===== src/sv/slkt_pkg.sv =====
// Shared types, constants and microcode program of the sorted leaf key table.
package slkt_pkg;

  localparam int MAX_CELLS_DEF = 16;
  localparam int KEY_BITS_DEF  = 32;

  localparam int ACTION_W = 2;
  localparam int SKEY_W   = 32;
  localparam int POS_W    = 5;
  localparam int ROW_W    = 32;
  localparam int STATUS_W = 2;
  localparam int COUNT_W  = 5;

  typedef enum logic [ACTION_W-1:0] {
    ACT_FIND   = 2'd0,
    ACT_INSERT = 2'd1,
    ACT_CLEAR  = 2'd2
  } action_t;

  typedef enum logic [STATUS_W-1:0] {
    STAT_OK     = 2'd0,
    STAT_FULL   = 2'd1,
    STAT_BEYOND = 2'd2
  } status_t;

  // Datapath operation selected by one control word.
  typedef enum logic [3:0] {
    OP_NOP     = 4'd0,
    OP_INIT    = 4'd1,
    OP_INSCHK  = 4'd2,
    OP_RDPREV  = 4'd3,
    OP_WRSHIFT = 4'd4,
    OP_WRNEW   = 4'd5,
    OP_RDMID   = 4'd6,
    OP_CMP     = 4'd7,
    OP_MISS    = 4'd8,
    OP_CLEAR   = 4'd9,
    OP_EMIT    = 4'd10
  } uop_t;

  // Jump conditions tested by the sequencer.
  typedef enum logic [3:0] {
    C_ALWAYS      = 4'd0,
    C_IN_ACC      = 4'd1,
    C_ACT_FIND    = 4'd2,
    C_ACT_NOT_INS = 4'd3,
    C_REJECT      = 4'd4,
    C_IDX_LE_POS  = 4'd5,
    C_LO_GE_HI    = 4'd6,
    C_NE          = 4'd7,
    C_OUT_FREE    = 4'd8
  } cond_t;

  localparam int UPC_W = 4;
  typedef logic [UPC_W-1:0] upc_t;

  // Program addresses.
  localparam upc_t ST_IDLE   = 4'd0;
  localparam upc_t ST_DFIND  = 4'd1;
  localparam upc_t ST_DINS   = 4'd2;
  localparam upc_t ST_ICHK   = 4'd3;
  localparam upc_t ST_ISRD   = 4'd4;
  localparam upc_t ST_ISWR   = 4'd5;
  localparam upc_t ST_IWR    = 4'd6;
  localparam upc_t ST_FPROBE = 4'd7;
  localparam upc_t ST_FCMP   = 4'd8;
  localparam upc_t ST_EMIT   = 4'd9;
  localparam upc_t ST_FMISS  = 4'd10;
  localparam upc_t ST_OTHER  = 4'd11;

  // A taken condition jumps to target; otherwise the step counter holds when
  // hold is set and advances by one when it is not.
  typedef struct packed {
    uop_t  op;
    cond_t cond;
    logic  hold;
    upc_t  target;
  } ctrl_word_t;

  function automatic ctrl_word_t ucode_rom(input upc_t addr);
    ctrl_word_t cw;
    unique case (addr)
      ST_IDLE:   cw = '{OP_NOP,     C_IN_ACC,      1'b1, ST_DFIND};
      ST_DFIND:  cw = '{OP_INIT,    C_ACT_FIND,    1'b0, ST_FPROBE};
      ST_DINS:   cw = '{OP_NOP,     C_ACT_NOT_INS, 1'b0, ST_OTHER};
      ST_ICHK:   cw = '{OP_INSCHK,  C_REJECT,      1'b0, ST_EMIT};
      ST_ISRD:   cw = '{OP_RDPREV,  C_IDX_LE_POS,  1'b0, ST_IWR};
      ST_ISWR:   cw = '{OP_WRSHIFT, C_ALWAYS,      1'b0, ST_ISRD};
      ST_IWR:    cw = '{OP_WRNEW,   C_ALWAYS,      1'b0, ST_EMIT};
      ST_FPROBE: cw = '{OP_RDMID,   C_LO_GE_HI,    1'b0, ST_FMISS};
      ST_FCMP:   cw = '{OP_CMP,     C_NE,          1'b0, ST_FPROBE};
      ST_EMIT:   cw = '{OP_EMIT,    C_OUT_FREE,    1'b1, ST_IDLE};
      ST_FMISS:  cw = '{OP_MISS,    C_ALWAYS,      1'b0, ST_EMIT};
      ST_OTHER:  cw = '{OP_CLEAR,   C_ALWAYS,      1'b0, ST_EMIT};
      default:   cw = '{OP_NOP,     C_ALWAYS,      1'b0, ST_IDLE};
    endcase
    return cw;
  endfunction

endpackage


===== src/sv/slkt_in_if.sv =====
// Valid/ready channel that carries one leaf table request.
interface slkt_in_if import slkt_pkg::*; ();
  logic                valid;
  logic                ready;
  logic [ACTION_W-1:0] action;
  logic [SKEY_W-1:0]   search_key;
  logic [POS_W-1:0]    insert_position;
  logic [ROW_W-1:0]    row_word;

  modport source (output valid, action, search_key, insert_position, row_word,
                  input ready);
  modport sink   (input valid, action, search_key, insert_position, row_word,
                  output ready);
endinterface


===== src/sv/slkt_out_if.sv =====
// Valid/ready channel that carries one leaf table result.
interface slkt_out_if import slkt_pkg::*; ();
  logic                valid;
  logic                ready;
  logic [STATUS_W-1:0] status;
  logic                found;
  logic [POS_W-1:0]    cell_position;
  logic [ROW_W-1:0]    row_out;
  logic [COUNT_W-1:0]  cell_count;

  modport source (output valid, status, found, cell_position, row_out, cell_count,
                  input ready);
  modport sink   (input valid, status, found, cell_position, row_out, cell_count,
                  output ready);
endinterface


===== src/sv/slkt_ram.sv =====
// Generic single-write, single-read RAM with a registered read port.
module slkt_ram #(
  parameter int WIDTH = 64,
  parameter int DEPTH = 16
) (
  input  logic                     clk,
  input  logic                     we,
  input  logic [$clog2(DEPTH)-1:0] waddr,
  input  logic [WIDTH-1:0]         wdata,
  input  logic [$clog2(DEPTH)-1:0] raddr,
  output logic [WIDTH-1:0]         rdata
);
  logic [WIDTH-1:0] mem [DEPTH];

  always_ff @(posedge clk) begin
    if (we) begin
      mem[waddr] <= wdata;
    end
    rdata <= mem[raddr];
  end
endmodule


===== src/sv/sorted_leaf_key_table_core.sv =====
// Sorted leaf key table: microcoded find, insert and clear over one leaf RAM.
//
// Requests arrive on in_ch (valid/ready) carrying an action, a key, an insert
// position and a row word; each request yields exactly one result on out_ch.
// A find binary-searches the cells in use and returns the match position and
// its row word, or the insertion point. An insert moves the cells at and above
// its position up one place and writes the new pair; a full leaf or a
// position above the count is rejected with a status and leaves the table as
// it was. A clear empties the leaf.
// A find makes at most ceil(log2(MAX_CELLS + 1)) probes; each probe and each
// insert move waits for the registered read of the single leaf RAM read port.
// in_ch.ready is high only while the sequencer is idle; one request is in work
// at a time. A result waits in the output register while out_ch is stalled,
// and the sequencer holds at its emit step until that register is free.
// Reset empties the leaf (count zero) and idles the sequencer; the RAM
// contents are not cleared, and no cell is used before it has been written.
module sorted_leaf_key_table_core import slkt_pkg::*; #(
  parameter int MAX_CELLS = MAX_CELLS_DEF,
  parameter int KEY_BITS  = KEY_BITS_DEF
) (
  input  logic        clk,
  input  logic        rst_n,
  slkt_in_if.sink     in_ch,
  slkt_out_if.source  out_ch
);
  localparam int AW     = $clog2(MAX_CELLS);
  localparam int CNT_W  = $clog2(MAX_CELLS + 1);
  localparam int CMP_W  = (CNT_W > POS_W) ? CNT_W : POS_W;
  localparam int WORD_W = KEY_BITS + ROW_W;

  // Sequencer.
  upc_t       upc_r, upc_nxt;
  ctrl_word_t cw;
  logic       cond_true;

  // Request registers.
  action_t               act_r;
  logic [KEY_BITS-1:0]   key_r;
  logic [POS_W-1:0]      pos_r;
  logic [ROW_W-1:0]      row_r;

  // Datapath state.
  logic [CNT_W-1:0] cnt_r, cnt_nxt;
  logic [CNT_W-1:0] lo_r, lo_nxt;
  logic [CNT_W-1:0] hi_r, hi_nxt;
  logic [CNT_W-1:0] idx_r, idx_nxt;
  logic [AW-1:0]    mid_r, mid_nxt;
  logic [CNT_W:0]   mid_sum;

  // Result being built and the output register.
  status_t          res_status_r, res_status_nxt;
  logic             res_found_r, res_found_nxt;
  logic [POS_W-1:0] res_pos_r, res_pos_nxt;
  logic [ROW_W-1:0] res_row_r, res_row_nxt;
  logic             out_valid_r, out_valid_nxt;
  logic             emit_fire;

  // Leaf RAM port signals; a word holds the key above the row word.
  logic              ram_we;
  logic [AW-1:0]     ram_waddr, ram_raddr;
  logic [WORD_W-1:0] ram_wdata, ram_rdata;
  logic [KEY_BITS-1:0] rd_key;
  logic [ROW_W-1:0]    rd_row;

  logic in_acc;
  logic leaf_full, pos_beyond, key_eq, key_lt;
  logic [CMP_W-1:0] pos_w, cnt_w, idx_w;

  slkt_ram #(
    .WIDTH (WORD_W),
    .DEPTH (MAX_CELLS)
  ) u_leaf_ram (
    .clk   (clk),
    .we    (ram_we),
    .waddr (ram_waddr),
    .wdata (ram_wdata),
    .raddr (ram_raddr),
    .rdata (ram_rdata)
  );

  assign in_ch.ready = (upc_r == ST_IDLE);
  assign in_acc      = in_ch.valid && in_ch.ready;

  assign rd_key = ram_rdata[WORD_W-1:ROW_W];
  assign rd_row = ram_rdata[ROW_W-1:0];

  assign pos_w      = CMP_W'(pos_r);
  assign cnt_w      = CMP_W'(cnt_r);
  assign idx_w      = CMP_W'(idx_r);
  assign leaf_full  = (cnt_r == CNT_W'(MAX_CELLS));
  assign pos_beyond = (pos_w > cnt_w);
  assign key_eq     = (key_r == rd_key);
  assign key_lt     = (key_r < rd_key);

  assign mid_sum = {1'b0, lo_r} + {1'b0, hi_r};
  assign mid_nxt = mid_sum[AW:1];

  assign cw        = ucode_rom(upc_r);
  assign emit_fire = (cw.op == OP_EMIT) && (!out_valid_r || out_ch.ready);

  always_comb begin
    unique case (cw.cond)
      C_ALWAYS:      cond_true = 1'b1;
      C_IN_ACC:      cond_true = in_acc;
      C_ACT_FIND:    cond_true = (act_r == ACT_FIND);
      C_ACT_NOT_INS: cond_true = (act_r != ACT_INSERT);
      C_REJECT:      cond_true = leaf_full || pos_beyond;
      C_IDX_LE_POS:  cond_true = (idx_w <= pos_w);
      C_LO_GE_HI:    cond_true = (lo_r >= hi_r);
      C_NE:          cond_true = !key_eq;
      C_OUT_FREE:    cond_true = !out_valid_r || out_ch.ready;
      default:       cond_true = 1'b0;
    endcase
  end

  always_comb begin
    priority if (cond_true) begin
      upc_nxt = cw.target;
    end else if (cw.hold) begin
      upc_nxt = upc_r;
    end else begin
      upc_nxt = upc_r + upc_t'(1);
    end
  end

  // Datapath controlled by the current control word.
  always_comb begin
    cnt_nxt        = cnt_r;
    lo_nxt         = lo_r;
    hi_nxt         = hi_r;
    idx_nxt        = idx_r;
    res_status_nxt = res_status_r;
    res_found_nxt  = res_found_r;
    res_pos_nxt    = res_pos_r;
    res_row_nxt    = res_row_r;
    ram_we         = 1'b0;
    ram_waddr      = idx_r[AW-1:0];
    ram_wdata      = ram_rdata;
    ram_raddr      = mid_nxt;
    unique case (cw.op)
      OP_INIT: begin
        lo_nxt  = '0;
        hi_nxt  = cnt_r;
        idx_nxt = cnt_r;
      end
      OP_INSCHK: begin
        priority if (leaf_full) begin
          res_status_nxt = STAT_FULL;
        end else if (pos_beyond) begin
          res_status_nxt = STAT_BEYOND;
        end else begin
          res_status_nxt = STAT_OK;
        end
        res_found_nxt = 1'b0;
        res_pos_nxt   = pos_r;
        res_row_nxt   = '0;
      end
      OP_RDPREV: begin
        ram_raddr = AW'(idx_r - CNT_W'(1));
      end
      OP_WRSHIFT: begin
        ram_we  = 1'b1;
        idx_nxt = idx_r - CNT_W'(1);
      end
      OP_WRNEW: begin
        ram_we    = 1'b1;
        ram_waddr = pos_w[AW-1:0];
        ram_wdata = {key_r, row_r};
        cnt_nxt   = cnt_r + CNT_W'(1);
      end
      OP_CMP: begin
        priority if (key_eq) begin
          res_status_nxt = STAT_OK;
          res_found_nxt  = 1'b1;
          res_pos_nxt    = POS_W'(mid_r);
          res_row_nxt    = rd_row;
        end else if (key_lt) begin
          hi_nxt = CNT_W'(mid_r);
        end else begin
          lo_nxt = CNT_W'(mid_r) + CNT_W'(1);
        end
      end
      OP_MISS: begin
        res_status_nxt = STAT_OK;
        res_found_nxt  = 1'b0;
        res_pos_nxt    = POS_W'(lo_r);
        res_row_nxt    = '0;
      end
      OP_CLEAR: begin
        // Unused action code falls here too and leaves the count alone.
        if (act_r == ACT_CLEAR) begin
          cnt_nxt = '0;
        end
        res_status_nxt = STAT_OK;
        res_found_nxt  = 1'b0;
        res_pos_nxt    = '0;
        res_row_nxt    = '0;
      end
      default: begin
      end
    endcase
  end

  always_comb begin
    priority if (emit_fire) begin
      out_valid_nxt = 1'b1;
    end else if (out_ch.ready) begin
      out_valid_nxt = 1'b0;
    end else begin
      out_valid_nxt = out_valid_r;
    end
  end

  always_ff @(posedge clk) begin
    if (!rst_n) begin
      upc_r       <= ST_IDLE;
      cnt_r       <= '0;
      out_valid_r <= 1'b0;
    end else begin
      upc_r       <= upc_nxt;
      cnt_r       <= cnt_nxt;
      out_valid_r <= out_valid_nxt;
    end
  end

  always_ff @(posedge clk) begin
    if (in_acc) begin
      act_r <= action_t'(in_ch.action);
      key_r <= KEY_BITS'(in_ch.search_key);
      pos_r <= in_ch.insert_position;
      row_r <= in_ch.row_word;
    end
    if (cw.op == OP_RDMID) begin
      mid_r <= mid_nxt;
    end
    lo_r         <= lo_nxt;
    hi_r         <= hi_nxt;
    idx_r        <= idx_nxt;
    res_status_r <= res_status_nxt;
    res_found_r  <= res_found_nxt;
    res_pos_r    <= res_pos_nxt;
    res_row_r    <= res_row_nxt;
    if (emit_fire) begin
      out_ch.status        <= res_status_r;
      out_ch.found         <= res_found_r;
      out_ch.cell_position <= res_pos_r;
      out_ch.row_out       <= res_row_r;
      out_ch.cell_count    <= COUNT_W'(cnt_r);
    end
  end

  assign out_ch.valid = out_valid_r;

  // The count never passes the capacity of the leaf.
  a_cnt_bound: assert property (@(posedge clk) disable iff (!rst_n)
    cnt_r <= CNT_W'(MAX_CELLS))
    else $error("cell count above capacity");

  // Every RAM write lands at or below the current count.
  a_wr_in_range: assert property (@(posedge clk) disable iff (!rst_n)
    ram_we |-> (CMP_W'(ram_waddr) <= cnt_w))
    else $error("leaf write beyond the cells in use");

  // An emitted result is presented and the sequencer returns to idle.
  a_emit_idle: assert property (@(posedge clk) disable iff (!rst_n)
    emit_fire |=> (out_valid_r && (upc_r == ST_IDLE)))
    else $error("emit did not present a result and idle");

  // The count moves only on a completed insert or a clear step.
  a_cnt_change: assert property (@(posedge clk) disable iff (!rst_n)
    !$stable(cnt_r) |-> ($past(cw.op) == OP_WRNEW || $past(cw.op) == OP_CLEAR))
    else $error("cell count changed outside insert or clear");

endmodule


===== src/flat_wrapper.sv =====
// flat-port wrapper written by rule: the top's interface ports become plain ports
module sorted_leaf_key_table_core_flat import slkt_pkg::*;
#(
  parameter int MAX_CELLS = MAX_CELLS_DEF,
  parameter int KEY_BITS  = KEY_BITS_DEF
)
  (clk, rst_n, in_ch_valid, in_ch_action, in_ch_search_key, in_ch_insert_position, in_ch_row_word, in_ch_ready, out_ch_valid, out_ch_status, out_ch_found, out_ch_cell_position, out_ch_row_out, out_ch_cell_count, out_ch_ready);
  slkt_in_if in_ch_i ();
  slkt_out_if out_ch_i ();
  input  logic clk;
  input  logic rst_n;
  input wire logic [$bits(in_ch_i.valid)-1:0] in_ch_valid;
  input wire logic [$bits(in_ch_i.action)-1:0] in_ch_action;
  input wire logic [$bits(in_ch_i.search_key)-1:0] in_ch_search_key;
  input wire logic [$bits(in_ch_i.insert_position)-1:0] in_ch_insert_position;
  input wire logic [$bits(in_ch_i.row_word)-1:0] in_ch_row_word;
  output wire logic [$bits(in_ch_i.ready)-1:0] in_ch_ready;
  output wire logic [$bits(out_ch_i.valid)-1:0] out_ch_valid;
  output wire logic [$bits(out_ch_i.status)-1:0] out_ch_status;
  output wire logic [$bits(out_ch_i.found)-1:0] out_ch_found;
  output wire logic [$bits(out_ch_i.cell_position)-1:0] out_ch_cell_position;
  output wire logic [$bits(out_ch_i.row_out)-1:0] out_ch_row_out;
  output wire logic [$bits(out_ch_i.cell_count)-1:0] out_ch_cell_count;
  input wire logic [$bits(out_ch_i.ready)-1:0] out_ch_ready;
  assign in_ch_i.valid = in_ch_valid;
  assign in_ch_i.action = in_ch_action;
  assign in_ch_i.search_key = in_ch_search_key;
  assign in_ch_i.insert_position = in_ch_insert_position;
  assign in_ch_i.row_word = in_ch_row_word;
  assign in_ch_ready = in_ch_i.ready;
  assign out_ch_valid = out_ch_i.valid;
  assign out_ch_status = out_ch_i.status;
  assign out_ch_found = out_ch_i.found;
  assign out_ch_cell_position = out_ch_i.cell_position;
  assign out_ch_row_out = out_ch_i.row_out;
  assign out_ch_cell_count = out_ch_i.cell_count;
  assign out_ch_i.ready = out_ch_ready;
  sorted_leaf_key_table_core #(.MAX_CELLS(MAX_CELLS), .KEY_BITS(KEY_BITS)) u_core (.clk(clk), .rst_n(rst_n), .in_ch(in_ch_i), .out_ch(out_ch_i));
endmodule

===== config.mk =====
export PLATFORM = sky130hd
export DESIGN_NAME = sorted_leaf_key_table_core_flat
export DESIGN_NICKNAME = d
export VERILOG_FILES = /design/src/sv/slkt_pkg.sv /design/src/sv/slkt_in_if.sv /design/src/sv/slkt_out_if.sv /design/src/sv/slkt_ram.sv /design/src/sv/sorted_leaf_key_table_core.sv /design/src/flat_wrapper.sv
export SDC_FILE = /design/constraint.sdc
export NUM_CORES = 1
export LEC_CHECK = 0
export BUFFER_PORTS_ARGS = -buffer_cell sky130_fd_sc_hd__buf_2
export CAP_MARGIN = 40
export CORE_MARGIN = 2
export CORE_UTILIZATION = 40
export CTS_CLUSTER_SIZE = 8
export DETAILED_ROUTE_END_ITERATION = 8
export SYNTH_ARGS = -nofsm -noshare
export SYNTH_HDL_FRONTEND = slang
export SYNTH_SLANG_ARGS = --single-unit

===== constraint.sdc =====
create_clock -name clk -period 5.1 [get_ports clk]
set_clock_uncertainty 0.2 [all_clocks]
set_input_delay 1.02 -clock clk [delete_from_list [all_inputs] [get_ports clk]]
set_output_delay 1.02 -clock clk [all_outputs]
set_load 0.01 [all_outputs]

# Word-level counts from Yosys, hierarchy flattened
# Memory sizes are Yosys's and may differ from the RTL's. A register that Yosys moved wholly into a read port is not among the register bits.
# Index checks and enable logic that the tools add are counted.
[word_totals] memories=2 romBits=208 mem_bits_rw=1024 out_inout_bits=47 elab_cells=116 reg_bits=185
[mem_list] name="u_core.u_leaf_ram.mem" words=16 width=64 rd=1 rd_clocked_by_memory_dff=1 write_ports=1 line="slkt_ram.sv:13" source="logic [WIDTH-1:0] mem [DEPTH];"
[mem_list] name="(no name shown)" words=16 width=13 rd=1 rd_clocked_by_memory_dff=1 write_ports=0 line="slkt_pkg.sv:82" source="unique case (addr)"
[classes] n_eq_ne=28 reduce_logical=25 mux=32 addsub=5 n_lt_le_gt_ge=4
[ops] op="two-way mux 64 bit" count=1
[ops] op="case mux 32 bit (2 select lines)" count=1
[ops] op="case mux 5 bit (2 select lines)" count=4
[ops] op="equality test 32 bit" count=1
[ops] op="equality test 4 x 3 -> 1 bit (second input constant)" count=8
[ops] op="< comparator 32 bit" count=1
[ops] op="two-way mux 32 bit" count=1
[ops] op="two-way mux 5 bit" count=6
[ops] op="two-way mux 4 bit" count=6
[ops] op="case mux 5 bit (4 select lines)" count=1
[ops] op="equality test 4 x 2 -> 1 bit (second input constant)" count=4
[ops] op="equality test 4 bit (second input constant)" count=4
[ops] op="nonzero test 2 bit" count=5
[ops] op="case mux 1 bit (9 select lines)" count=1
[ops] op="equality test 4 x 1 -> 1 bit (second input constant)" count=2
[ops] op="logical NOT 4 bit" count=2
[ops] op="!= test 2 x 1 -> 1 bit (second input constant)" count=4
[ops] op="AND reduction 2 bit" count=4
[ops] op="two-way mux 1 bit" count=6
[ops] op="two-way mux 2 bit" count=3
[ops] op="!= test 2 bit (second input constant)" count=3
[ops] op="case mux 2 bit (3 select lines)" count=1
[ops] op="AND reduction 3 bit" count=2
[ops] op="adder 4 x 1 -> 5 bit (second input constant)" count=1
[ops] op="18 further kinds" count=22

# Logic depth before layout (Yosys ltp)
[depth] depth_word=6 mapped_depth=16 mapped_depth_nobuf=14

# Cells and area by module
# From an unflattened synthesis, not the netlist that was laid out.
[hier_totals] hier_cells=2392 hier_area_um2=48936.9
[by_module_without_submodules] module="slkt_ram" seq_area_each_um2=32030.7 instances=1 cells_each=1647 area_each_um2=39581.7
[by_module_without_submodules] module="sorted_leaf_key_table_core" seq_area_each_um2=5715.5 instances=1 cells_each=745 area_each_um2=9355.2

# Worst setup path after synthesis
# Ideal clock, no wire load.
[synth_timing] kind="register to register" start="reg, netlist name u_core.cw[11]" end="mem u_core.u_leaf_ram.mem[15][0], enable pin" path_slack_ns=-0.103 stages_incl_launch_ff=8 required_time_ns=4.413 arrival_ns=4.516 cell_sequence="dfxtp_1 buf_2 nor3b_1 and2_1 clkbuf_1 clkbuf_1 a31oi_1 nor2_1"
[synth_via] elab_chain_cells=5 elab_cells_between_ends=7
[synth_rtl] item="equality test 4 x 3 -> 1 bit" line="sorted_leaf_key_table_core.sv:140" source="unique case (cw.op)"
[synth_rtl] item="OR reduction 2 bit (no line)"
[synth_rtl] item="two-way mux 1 bit" line="sorted_leaf_key_table_core.sv:140"
[synth_rtl] item="two-way mux 1 bit" line="slkt_ram.sv:16" source="if (we) begin"
[synth_rtl] item="two-way mux 1 bit (implied by the code)" line="slkt_ram.sv:17" source="mem[waddr] <= wdata;"
[synth_rtl] item="to (decl)" line="slkt_ram.sv:13"
# Several ways; a longest one is shown, not always the timed one.

# Worst setup path after layout
[layout_timing] start="reg u_core.key_r[30]" end="reg, netlist name u_core.cw[10]"
[layout_via] elab_chain_cells=6 elab_cells_between_ends=7
[layout_rtl] item="from (decl)" line="sorted_leaf_key_table_core.sv:38" source="logic [KEY_BITS-1:0] key_r;"
[layout_rtl] item="from (signal assigned)" line="sorted_leaf_key_table_core.sv:229" source="key_r <= KEY_BITS'(in_ch.search_key);"
[layout_rtl] item="equality test 32 bit (*)" line="sorted_leaf_key_table_core.sv:92" source="assign key_eq = (key_r == rd_key);"
[layout_rtl] item="logical NOT 1 bit (*)" line="sorted_leaf_key_table_core.sv:110" source="C_NE: cond_true = !key_eq;"
[layout_rtl] item="case mux 1 bit (9 select lines) (*)" line="sorted_leaf_key_table_core.sv:102" source="unique case (cw.cond)"
[layout_rtl] item="!= test 2 bit (no line) or two-way mux 4 bit (tied branches)"
[layout_rtl] item="two-way mux 4 bit (no line) (*) (2 in a row)"
# Mark *: on every way between the ends. The rest lies on a longest branch, timed or not.
# A chain may end at the register's enable or synchronous reset.

==> impl_metrics.py <==
metrics = {
    "routing": {
        "wl_met2_um": 55430,
        "drc": 0,
        "drt-pass1-iter-count": 5,
        "antenna_left": 0,
        "wl_met1_um": 48300,
        "drt_wl_total_um": 112000,
        "drtIter0Drc": 1923,
        "top_layer": "met4",
        "wl_per_cell_um": 25.14,
        "vias": 23790,
        "vias_per_cell": 5.340,
        "wl_met3_um": 5932,
    },
    "min_path": {
        "min_path_type": "reg2reg",
        "worstHoldEndpoint": "u_core.out_ch.row_out[29]$_DFFE_PP_",
        "worstHoldPathCells": 0,
        "worstHoldStart": "u_core.res_row_r[29]$_SDFFCE_PN0P_",
    },
    "logic_synthesis": {
        "synth-seq-cells": 1286,
        "ys_types": 65,
        "synth_flop_cell": "edfxtp_1",
        "synthCells": 2382,
        "ys_warn_count": 0,
        "syn-cell-area_sq_um": 49750,
        "syn_nets": 2520,
        "async_flop_share": 0,
        "synth-seq-area-share": 0.7587,
        "synth_edf_count": 1199,
        "avgSynthCellArea_sq_um": 20.89,
    },
    "placement": {
        "gp_congestion": 0.8012,
        "portBuffers": 121,
        "detailed_place_hpwl_um": 60670,
        "placed_area_sq_um": 53330,
        "dp_cells": 4139,
    },
    "layout": {
        "area_growth_pct": 17.54,
        "utilization": 0.4730,
        "design_area_sq_um": 58480,
        "fin_nets": 2821,
        "drive_above_1_share": 0.2654,
        "antenna_cells": 0,
        "fin_cells": 4455,
    },
    "power": {
        "p_switching_mw": 12.18,
        "power_density_nw_per_um2": 670.3,
        "power.total_mw": 39.20,
        "intPower_mw": 27.02,
        "seqPwrFrac": 0.374,
        "p_clk_frac": 0.277,
        "vdd_drop_max_v": 0.0005571,
        "swShare": 0.3108,
        "p_leak_nw": 19.65,
        "comb_power_share": 0.349,
    },
    "worst_setup_path": {
        "worstSetupPathType": "reg2reg",
        "arrival_ns": 4.60,
        "cp_max_fo": 16,
        "worstPathRequired_ns": 5.54,
        "end_kind": "flop",
        "crit_chain": "ha_1, nand4_1, nor4_4, nand3_2, a2111oi_2, o31a_1, buf_4, mux2i_1, nor2b_1, inv_1, ha_1, inv_1, mux2i_1, o22ai_1",
        "r2r.worst_path.cells": 14,
        "cp_slowest_cell": "a2111oi_2",
        "rr_endpoint": "u_core.cw[10]$_DFF_P_",
        "reg2reg_from": "u_core.key_r[30]$_DFFE_PP_",
        "max_stage_delay_ns": 0.45,
        "r2r_slack_ns": 0.94,
        "start_kind": "flop",
    },
    "cts": {
        "cts_buffer_depth": 3,
        "cts_tree": "done",
        "h-tree-depth": 4,
        "cts-resized-gates": 0,
        "cts_hold_buffers": 0,
        "cts_setup_buffers": 0,
        "clk_pin_slew_ns": 0.05,
        "numCtsBuffers": 178,
        "clk_latency_ns": 0.77,
        "clock_sinks": 1286,
        "clockRootBuffer": "clkbuf_16",
    },
    "global_routing": {
        "antenna_found_initial": 1,
        "grt_remaining_overflow": 0,
        "grt.total_usage": 0.1779,
        "grt_pass1_vias": 25130,
        "grt_pass1_wl_um": 165700,
        "grt_max_degree": 84,
    },
    "timing": {
        "tightest_slew_ns": 0.8786,
        "setup_viol": 0,
        "slew_viol_final": 0,
        "relSlewSlack": 0.4081,
        "fmax_mhz": 240.2,
        "period_share": 0.8164,
        "hold_viol": 0,
        "min_period_ns": 4.164,
        "rsz0062_at_grt": "false",
    },
    "floorplan": {
        "row_count": 129,
        "dieArea_sq_um": 127200,
        "die_w_um": 356.7,
        "core_sq_um": 123600,
        "fp.dieH_um": 356.7,
        "io_pins": 122,
        "initial_utilization": 0.4024,
    },
    "status": {
        "status": "finished, final reports clean",
    },
    "flow_run": {
        "maxCapViolations": 0,
    },
}
==> cells by family (layout without fill, tap and decap cells) <==
logic type	Yosys count	count (layout)	share of synthesized area
buffers and inverters	170	606	0.01765
xor gates and xnor gates	15	15	0.002640
and+or+nand+nor	227	227	0.02429
muxes	492	492	0.1644
AOI/OAI and AO/OA	129	129	0.01632
adders and majority gates	63	63	0.01599
DFF	1286	1286	0.7587
==> worst max-delay path by stage <==
stage                               start                                endpoint  slack, ns  cells past startpoint
2_1_floorplan       u_core.cw[11]$_DFF_P_  u_core.u_leaf_ram.mem[15][0]$_DFFE_PP_      -0.10                      7
3_3_place_gp    u_core.key_r[7]$_DFFE_PP_                   u_core.cw[10]$_DFF_P_       1.22                     14
3_5_place_dp   u_core.key_r[26]$_DFFE_PP_                   u_core.cw[10]$_DFF_P_       1.02                     14
4_1_cts        u_core.key_r[30]$_DFFE_PP_                   u_core.cw[10]$_DFF_P_       1.02                     14
5_1_grt        u_core.key_r[30]$_DFFE_PP_                   u_core.cw[10]$_DFF_P_       0.67                     14
6_report       u_core.key_r[30]$_DFFE_PP_                   u_core.cw[10]$_DFF_P_       0.94                     14
==> registers in the layout (all words and copies together) (netlist names) <==
| name | flops |
|---|---|
| u_core.hi_r | 5 |
| u_core.pos_r | 5 |
| u_core.u_leaf_ram.mem | 1024 |
| u_core.u_leaf_ram.rdata | 64 |
| u_core.res_found_r | 1 |
| u_core.cw | 13 |
| u_core.out_ch.valid | 1 |
| u_core.out_ch.row_out | 32 |
| u_core.res_row_r | 32 |
| u_core.out_ch.status | 2 |
| u_core.lo_r | 5 |
| u_core.act_r | 2 |
| u_core.mid_r | 4 |
| u_core.key_r | 32 |
| u_core.out_ch.cell_count | 5 |
| u_core.row_r | 32 |
| u_core.out_ch.cell_position | 5 |
| u_core.res_pos_r | 5 |
| u_core.out_ch.found | 1 |
| u_core.upc_r | 4 |
| u_core.res_status_r | 2 |
| u_core.idx_r | 5 |
| u_core.cnt_r | 5 |
==> layout make-up <==
class / instances / area [sq um]
tap: 1637 / 2048
inverter: 67 / 251.5
multi-input combinational: 926 / 11320
fill: 10230 / 65160
clock inverter: 9 / 142.6
sequential: 1286 / 37750
clock buffer: 306 / 4999
timing repair buffer: 224 / 1969
==> synth_stat cells, types with 3 or more instances <==
cell type / number / share of area
xor2_1: 5 / 0.00088
buf_2: 41 / 0.0041
a22oi_1: 5 / 0.00075
buf_6: 18 / 0.0041
mux2_2: 36 / 0.0081
a21oi_1: 22 / 0.0022
nor3_1: 9 / 0.00091
inv_1: 66 / 0.0050
nor2_1: 51 / 0.0038
xnor2_1: 10 / 0.0018
o211ai_1: 3 / 0.00045
and2_1: 8 / 0.0010
nand2b_4: 3 / 0.00083
o32ai_1: 3 / 0.00053
ha_1: 62 / 0.016
a21o_1: 8 / 0.0012
nand2b_1: 4 / 0.00050
buf_1: 8 / 0.00060
mux2i_1: 198 / 0.040
o21ai_0: 49 / 0.0049
a31oi_1: 7 / 0.00088
o21ai_1: 3 / 0.00030
nand2_1: 68 / 0.0051
dfxtp_1: 87 / 0.035
clkbuf_1: 25 / 0.0019
nand3_1: 8 / 0.00080
and3_1: 3 / 0.00038
a211oi_1: 4 / 0.00060
nor2b_1: 45 / 0.0057
o21a_1: 6 / 0.00091
edfxtp_1: 1199 / 0.72
buf_4: 10 / 0.0015
nand4b_1: 3 / 0.00053
nor3b_1: 5 / 0.00075
nand4_1: 10 / 0.0013
mux4_2: 256 / 0.12
==> critical path, delay by kind of cell, from the launching register on <==
| kind | cells | cell delay (ns) |
|---|---|---|
| compound gates | 3 | 0.72 |
| flops | 1 | 0.42 |
| simple gates | 4 | 1.18 |
| mux | 2 | 0.37 |
| fa+ha+maj | 2 | 0.70 |
| buf+inv | 3 | 0.43 |
==> cell usage in the layout (no fill, tap or decap), drive strengths merged, types with 3 or more instances in the layout <==
master,synthesis,layout
edfxtp,1199,1199
clkbuf,25,307
mux4,256,256
buf,78,223
mux2i,200,200
dfxtp,87,87
inv,67,72
nand2,68,68
ha,62,62
o21ai,53,53
nor2,51,51
nor2b,46,46
mux2,36,36
a21oi,22,22
nand4,11,11
xnor2,10,10
nor3,9,9
nand3,9,9
a21o,8,8
and2,8,8
a31oi,7,7
nand2b,7,7
nor3b,6,6
o21a,6,6
a22oi,5,5
xor2,5,5
a211oi,4,4
clkinv,0,4
nand4b,3,3
and3,3,3
o211ai,3,3
o32ai,3,3
==> layer usage <==
layer	vias up	track usage
met3	178	0.03412
met1	12610	0.2392
li1	10320	-
met4	0	0.04975
met5	-	0
met2	687	0.2967
==> power by group through the flow <==
stage                     sequential (mW)  clock (mW)  combinational, mW
after floorplan                      14.7           0               10.3
after global placement               14.8           0               13.5
after detailed placement             14.9           0               13.9
after CTS                            14.7        11.1               14.0
after global routing                 14.7        11.5               14.9
final                                14.7        10.8               13.7
==> stage by stage <==
step | setup TNS, ns | setup WS, ns | hold WS, ns
floorplan | -74.67 | -0.1028 | 0.2003
global placement | 0 | 1.224 | 0.2004
detailed placement | 0 | 1.022 | 0.2045
CTS | 0 | 1.015 | 0.1616
global route | 0 | 0.6652 | 0.1821
finish | 0 | 0.9365 | 0.2051
Power figures use the tool's default switching activity.
